$ cat src/rtl/core/fvc_pkg.sv
package fvc_pkg;

  // fixed-point formats
  localparam int FIELD_FRAC_BITS = 30;
  localparam int VOLT_FRAC_BITS  = 16;
  localparam int COEF_FRAC       = 32;

  localparam int FIELD_W  = 32;
  localparam int OUT_W    = 32;
  localparam int SYS_W    = 3;
  localparam int N_SETS   = 5;
  localparam int N_ORDERS = 6;

  // accumulator holds +-(2^62 - 1) with 32 fraction bits
  localparam int ACC_W  = 63;
  localparam int MAG_W  = ACC_W - 1;
  localparam int HALF_W = MAG_W / 2;
  localparam int PP_W   = HALF_W + FIELD_W;
  localparam int PROD_W = MAG_W + FIELD_W;
  localparam int COEF_W = 56;

  localparam logic [MAG_W-1:0] ACC_LIMIT = {MAG_W{1'b1}};

  // calibration values in millionths, laid out as [set][positive field][order]
  localparam longint unsigned MICRO = 64'd1000000;
  localparam int TAB_N     = N_SETS * 2 * N_ORDERS;
  localparam int TAB_IDX_W = $clog2(TAB_N);

  localparam longint COEF_MICRO [TAB_N] = '{
    64'sd117150, 64'sd22279000, -64'sd290910000, -64'sd1628100000,
    -64'sd9748700000, 64'sd0,
    -64'sd123240, 64'sd23449000, 64'sd260630000, -64'sd1374700000,
    64'sd9139400000, 64'sd0,
    64'sd57656, 64'sd27008000, 64'sd127070000, 64'sd750060000,
    64'sd681100000, 64'sd0,
    -64'sd39495, 64'sd26633000, -64'sd120350000, 64'sd708730000,
    -64'sd597460000, 64'sd0,
    64'sd281110, 64'sd52044000, -64'sd275900000, -64'sd3273000000,
    -64'sd17333000000, 64'sd0,
    -64'sd261070, 64'sd51317000, 64'sd294140000, -64'sd3473700000,
    64'sd18007000000, 64'sd0,
    64'sd28303, 64'sd21947000, -64'sd19750000, -64'sd683410000,
    -64'sd5157300000, -64'sd8295400000,
    -64'sd15566, 64'sd21992000, 64'sd16435000, -64'sd628420000,
    64'sd4843200000, -64'sd7762300000,
    64'sd65600, 64'sd190080000, 64'sd5931600000, 64'sd251190000000,
    64'sd1501600000000, 64'sd0,
    -64'sd268530, 64'sd250560000, -64'sd10775000000, 64'sd399110000000,
    -64'sd3095000000000, 64'sd0
  };

  localparam longint FALLBACK_MICRO = 64'sd1100000;

  typedef logic signed [COEF_W-1:0] coef_t;
  typedef logic [TAB_N-1:0][COEF_W-1:0] coef_tab_t;

  // millionths to Q.32, nearest with ties away from zero (elaboration only)
  function automatic logic [COEF_W-1:0] micro_to_q32(input longint v);
    logic neg;
    longint unsigned m;
    longint unsigned ip;
    longint unsigned fp;
    longint unsigned q;
    neg = (v < 0);
    m   = neg ? longint'(-v) : longint'(v);
    ip  = m / MICRO;
    fp  = m % MICRO;
    q   = (ip << COEF_FRAC) + ((fp << COEF_FRAC) + MICRO / 2) / MICRO;
    return neg ? COEF_W'(64'd0 - q) : COEF_W'(q);
  endfunction

  function automatic coef_tab_t build_coef_tab();
    coef_tab_t t;
    for (int i = 0; i < TAB_N; i++) begin
      t[i] = micro_to_q32(COEF_MICRO[i]);
    end
    return t;
  endfunction

  localparam coef_tab_t COEF_Q32 = build_coef_tab();
  localparam logic [COEF_W-1:0] FALLBACK_Q32 = micro_to_q32(FALLBACK_MICRO);

  // coefficient of one order for the set and field sign, or the fallback
  function automatic coef_t coef_sel(input logic [SYS_W-1:0] sys, input logic pos,
                                     input int order);
    logic [TAB_IDX_W-1:0] idx;
    coef_t k;
    idx = TAB_IDX_W'((int'(sys) * 2 + int'(pos)) * N_ORDERS + order);
    if (sys < SYS_W'(N_SETS)) begin
      k = signed'(COEF_Q32[idx]);
    end else if (order < N_ORDERS - 1) begin
      k = signed'(FALLBACK_Q32);
    end else begin
      k = '0;
    end
    return k;
  endfunction

  // one conversion as it travels along the chain
  typedef struct packed {
    logic                     zero;
    logic                     pos;
    logic [SYS_W-1:0]         sys;
    logic signed [FIELD_W-1:0] x;
    logic signed [ACC_W-1:0]  acc;
    logic                     sat;
  } item_t;

endpackage

$ cat src/rtl/core/fvc_round.sv
module fvc_round (
  input  logic                                clk_i,
  input  logic                                rst_ni,
  input  logic                                valid_i,
  input  fvc_pkg::item_t                      item_i,
  output logic                                valid_o,
  output logic signed [fvc_pkg::OUT_W-1:0]    volt_o,
  output logic                                sat_o
);

  localparam int ACC_W = fvc_pkg::ACC_W;
  localparam int MAG_W = fvc_pkg::MAG_W;
  localparam int OUT_W = fvc_pkg::OUT_W;
  localparam int SH    = fvc_pkg::COEF_FRAC - fvc_pkg::VOLT_FRAC_BITS;
  localparam int R_W   = ACC_W - SH;
  localparam logic [ACC_W-1:0] HALF_LSB  = ACC_W'(1) << (SH - 1);
  localparam logic [R_W-1:0]   R_POS_MAX = R_W'({1'b0, {(OUT_W - 1){1'b1}}});
  localparam logic [R_W-1:0]   R_NEG_MAX = R_W'({1'b1, {(OUT_W - 1){1'b0}}});
  localparam logic [OUT_W-1:0] OUT_POS_MAX = {1'b0, {(OUT_W - 1){1'b1}}};
  localparam logic [OUT_W-1:0] OUT_NEG_MAX = {1'b1, {(OUT_W - 1){1'b0}}};

  logic                   valid_q;
  logic [OUT_W-1:0]       volt_q, volt_d;
  logic                   sat_q, sat_d;

  logic                   neg;
  logic signed [ACC_W-1:0] acc_neg;
  logic [MAG_W-1:0]       m;
  logic [ACC_W-1:0]       m_rnd;
  logic [R_W-1:0]         r;

  // round to the output fraction, then clamp to the output range
  always_comb begin
    neg     = item_i.acc[ACC_W-1];
    acc_neg = -item_i.acc;
    m       = neg ? acc_neg[MAG_W-1:0] : item_i.acc[MAG_W-1:0];
    m_rnd   = {1'b0, m} + HALF_LSB;
    r       = m_rnd[ACC_W-1:SH];
    volt_d  = '0;
    sat_d   = 1'b0;
    if (item_i.zero) begin
      volt_d = '0;
      sat_d  = 1'b0;
    end else if (!neg && (item_i.sat || r > R_POS_MAX)) begin
      volt_d = OUT_POS_MAX;
      sat_d  = 1'b1;
    end else if (neg && (item_i.sat || r > R_NEG_MAX)) begin
      volt_d = OUT_NEG_MAX;
      sat_d  = 1'b1;
    end else begin
      volt_d = neg ? (OUT_W'(0) - r[OUT_W-1:0]) : r[OUT_W-1:0];
      sat_d  = 1'b0;
    end
  end

  always_ff @(posedge clk_i or negedge rst_ni) begin
    if (!rst_ni) begin
      valid_q <= 1'b0;
    end else begin
      valid_q <= valid_i;
    end
  end

  always_ff @(posedge clk_i) begin
    volt_q <= volt_d;
    sat_q  <= sat_d;
  end

  assign valid_o = valid_q;
  assign volt_o  = volt_q;
  assign sat_o   = sat_q;

endmodule
$ cat config.mk
export PLATFORM = sky130hd
export DESIGN_NAME = fvc_round
export DESIGN_NICKNAME = d
export VERILOG_FILES = /design/src/rtl/core/fvc_pkg.sv /design/src/rtl/core/fvc_round.sv
export SDC_FILE = /design/constraint.sdc
export NUM_CORES = 1
export LEC_CHECK = 0
export BUFFER_PORTS_ARGS = -buffer_cell sky130_fd_sc_hd__clkbuf_2
export CORE_MARGIN = 2
export CORE_UTILIZATION = 55
export DETAILED_ROUTE_END_ITERATION = 10
export GPL_TIMING_DRIVEN = 0
export PLACE_DENSITY_LB_ADDON = 0.12
export SETUP_SLACK_MARGIN = 0.1
export SLEW_MARGIN = 20
export SYNTH_ARGS = -nofsm -noshare
export SYNTH_HDL_FRONTEND = slang
export SYNTH_SLANG_ARGS = --single-unit
$ cat constraint.sdc
create_clock -name clk_i -period 0.8 [get_ports clk_i]
set_input_delay 0.04 -clock clk_i [delete_from_list [all_inputs] [get_ports clk_i]]
set_output_delay 0.04 -clock clk_i [all_outputs]
set_load 0.01 [all_outputs]
==> flow_metrics.tcl <==
set metrics [dict create \
    totalWireLength_um 22400 \
    ys_seq_area_share_pct 13.5 \
    internal_power_mw 4.07 \
    finalCritPeriodShare_pct 573 \
    clock-sinks 34 \
    grt_antenna_before_repair 1 \
    yosysTopAreaCellShare_pct 13.0 \
    report.power.total_mw 7.16 \
    startpoint_type "primary input" \
    cp_max_fo 7 \
    initial_utilization_pct 55.7 \
    vias 6864 \
    drc 0 \
    syn_area_um2 5080 \
    worstSetupEndpointType "flop" \
    busiest_layer "met2" \
    place_inst 900 \
    p_per_area_nw_per_um2 971 \
    power_frac_clock_pct 19.4 \
    yosysTopAreaCell "dfxtp_1" \
    synth_ff_type "dfxtp_1" \
    numCtsBuffers 5 \
    fin_ws_ns -3.79 \
    layout.nets 961 \
    rsz0062_at_grt "yes" \
    post_route_cells_drive_above_1_share_pct 38.1 \
    clkTransAtPathRegs_ns 0.07 \
    area.growth.synth_to_final_pct 45.1 \
    ys_seq_elements 34 \
    grt_max_degree 11 \
    cap_violations 0 \
    period_minus_slack_ns 4.59 \
    grtUsageTotal_pct 38.7 \
    grt_overflow 0 \
    drtPass1Iterations 8 \
    hold_viol_final 0 \
    synth.most_common_cell "nand2_1" \
    p_switching_mw 3.08 \
    use_met1_pct 50.9 \
    fin_util_pct 80.9 \
    die_w_um 100 \
    yosys_warnings 0 \
    synthArstFlopShare_pct 2.94 \
    fin_tns_setup_ns -121.32 \
    grt_pass1_wl_um 31200 \
    hpwl_um 13700 \
    cts_buffer_depth 2 \
    syn_avg_cell_area_um2 7.28 \
    root_buffer "clkbuf_8" \
    synth_fp_nets 804 \
    multi_input_area_um2 4800 \
    setup_violations 38 \
    worst_slew_pin_slew_ns 0.930 \
    dieArea_um2 10000 \
    status "finished, violations left" \
    final-seq-area_um2 699 \
    io_buffers 92 \
    htreeDepth 2 \
    ios 138 \
    final_cells 967 \
    synthCells 697 \
    power_frac_comb_pct 54.3 \
    ant_nets 0 \
    hold_path_class "primary input to async pin" \
    slew_viol_final 0 \
    fp-row-count 35 \
    max_freq_mhz 218 \
    slew-limit-headroom_pct 38.0 \
    vias_per_cell 7.10 \
    nFillCells 587 \
    cp.arrival_ns 4.81 \
    wire_per_inst_um 23.2 \
    pwr-share-seq_pct 26.3 \
    cts_tree "done" \
    synth_edf_count 0 \
    synth_cell_type_count 81 \
    grt_pass1_vias 5973 \
    grtUsageMet3_pct 4.18 \
    ys_top_cells_by_count "nand2_1, nor2_1, xor2_1, xnor2_1, dfxtp_1" \
    synth_area_leaders "dfxtp_1, xor2_1, xnor2_1" \
    met2_usage_pct 63.7 \
    place.gp.congestion 0.974 \
    setup.worst_path.class "primary input to flop" \
    drt_iter0_drc 777 \
    leakage_nw 2.72 \
    vdd_drop_max_mv 1.20 \
    swShare_pct 43.1 \
    core_um2 9110 \
    required_ns 1.02 \
    violations "setup timing" \
    die_y_um 100 \
]
final timing paths:
check,slack [ns],cells past startpoint,endpoint,startpoint
max in group asynchronous,0.62,2,valid_o,rst_ni
setup / recovery,-3.79,18,volt_o[25],item_i[28]
hold / removal,0.09,2,valid_o,rst_ni
min in group clk_i,0.10,3,volt_o[31],item_i[100]
state kept, by name, indices dropped and copies added (netlist names):
signal / cells
sat_o: 1
valid_o: 1
volt_o: 32
layer usage:
layer,share of wire (%),wire length [µm],up-vias
met4,6.5,1460,0
met3,10,2340,140
met2,45,10000,585
li1,-,-,2997
met5,0,0,-
met1,38,8610,3142
what timing repair did:
action	4_1_cts	5_1_grt
gates resized for setup	82	142
gates cloned	3	2
setup endpoints to repair	67	67
hold endpoints to repair	2	0
buffers inserted	37	15
hold buffers	2	0
pin swaps	24	28
critical path, cell delays in order:
cell and delay [ns]:
buf_12 0.11, or4_4 0.55, or3_4 0.36, or4b_4 0.56
a2bb2oi_4 0.19, a221o_1 0.37, or4_4 0.42, buf_6 0.15
buf_4 0.14, and2_0 0.17, clkbuf_1 0.25, nor4_4 0.41
a31oi_4 0.16, o31ai_4 0.32, nand2_4 0.14, buf_6 0.16
buf_12 0.14, a21oi_4 0.14
placed cells by master, fill, tap and decap left out, types with 6 or more instances in the layout:
cell type | netlist | final
clkbuf_2 | 0 | 64
nand2_1 | 54 | 54
xnor2_1 | 50 | 49
nor2_1 | 51 | 48
xor2_1 | 51 | 45
buf_4 | 0 | 45
o21ai_0 | 32 | 29
nand3_1 | 29 | 28
nand4_1 | 26 | 26
buf_2 | 5 | 24
buf_6 | 6 | 24
nor3_1 | 29 | 22
dfxtp_1 | 33 | 22
a21oi_1 | 22 | 20
a21oi_2 | 22 | 19
o31ai_1 | 22 | 18
nor4_1 | 25 | 16
or3_1 | 17 | 14
inv_1 | 13 | 12
dfxtp_2 | 0 | 11
clkbuf_1 | 30 | 10
nand2b_1 | 9 | 9
nor4_4 | 1 | 8
clkbuf_16 | 0 | 8
buf_12 | 0 | 8
or2_2 | 8 | 8
a31oi_1 | 11 | 8
and2_1 | 9 | 8
or4_4 | 4 | 7
clkbuf_8 | 0 | 7
and3_1 | 6 | 6
and4_1 | 8 | 6
o41ai_1 | 10 | 6
area by class of cell:
| type | count | area share (%) |
|---|---|---|
| inverter | 13 | 0.713 |
| multi-input combinational | 607 | 65.2 |
| sequential | 34 | 9.49 |
| antenna | 1 | 0.0340 |
| tap | 111 | 1.88 |
| buffer | 43 | 6.66 |
| clock inverter | 1 | 0.0679 |
| timing repair buffer | 150 | 14.8 |
| clock buffer | 7 | 1.17 |
power by group through the flow:
| stage | combinational [mW] | clock (mW) | sequential, mW |
|---|---|---|---|
| after global routing | 4.09 | 1.47 | 1.89 |
| after detailed placement | 2.89 | 0 | 1.89 |
| after global placement | 2.82 | 0 | 1.88 |
| after CTS | 3.28 | 1.29 | 1.85 |
| after floorplan | 1.97 | 0 | 1.96 |
| final | 3.89 | 1.39 | 1.88 |
kinds of logic (layout without fill, tap and decap cells):
group,Yosys count,count (layout),synth area share [%]
XOR/XNOR,101,101,17.4
other,0,1,0
multiplexers,3,3,0.616
flip-flops,34,34,13.5
AO/OA/AOI/OAI,189,189,28.2
adder cells (fa/ha/maj),3,3,0.739
AND/OR/NAND/NOR,311,311,34.4
buffers and inverters,56,214,5.15
through the flow:
stage          worst slack (ns)  area [µm²]  hold WS (ns)
6_report                  -3.79        7370        0.0857
5_1_grt                   -3.91        7370        0.0805
4_1_cts                   -3.73        6790        0.0529
3_5_place_dp              -4.97        5890        -0.185
3_3_place_gp              -4.92        5890        -0.185
2_1_floorplan             -3.63        5300        -0.256
(Power assumes the default switching activity.)
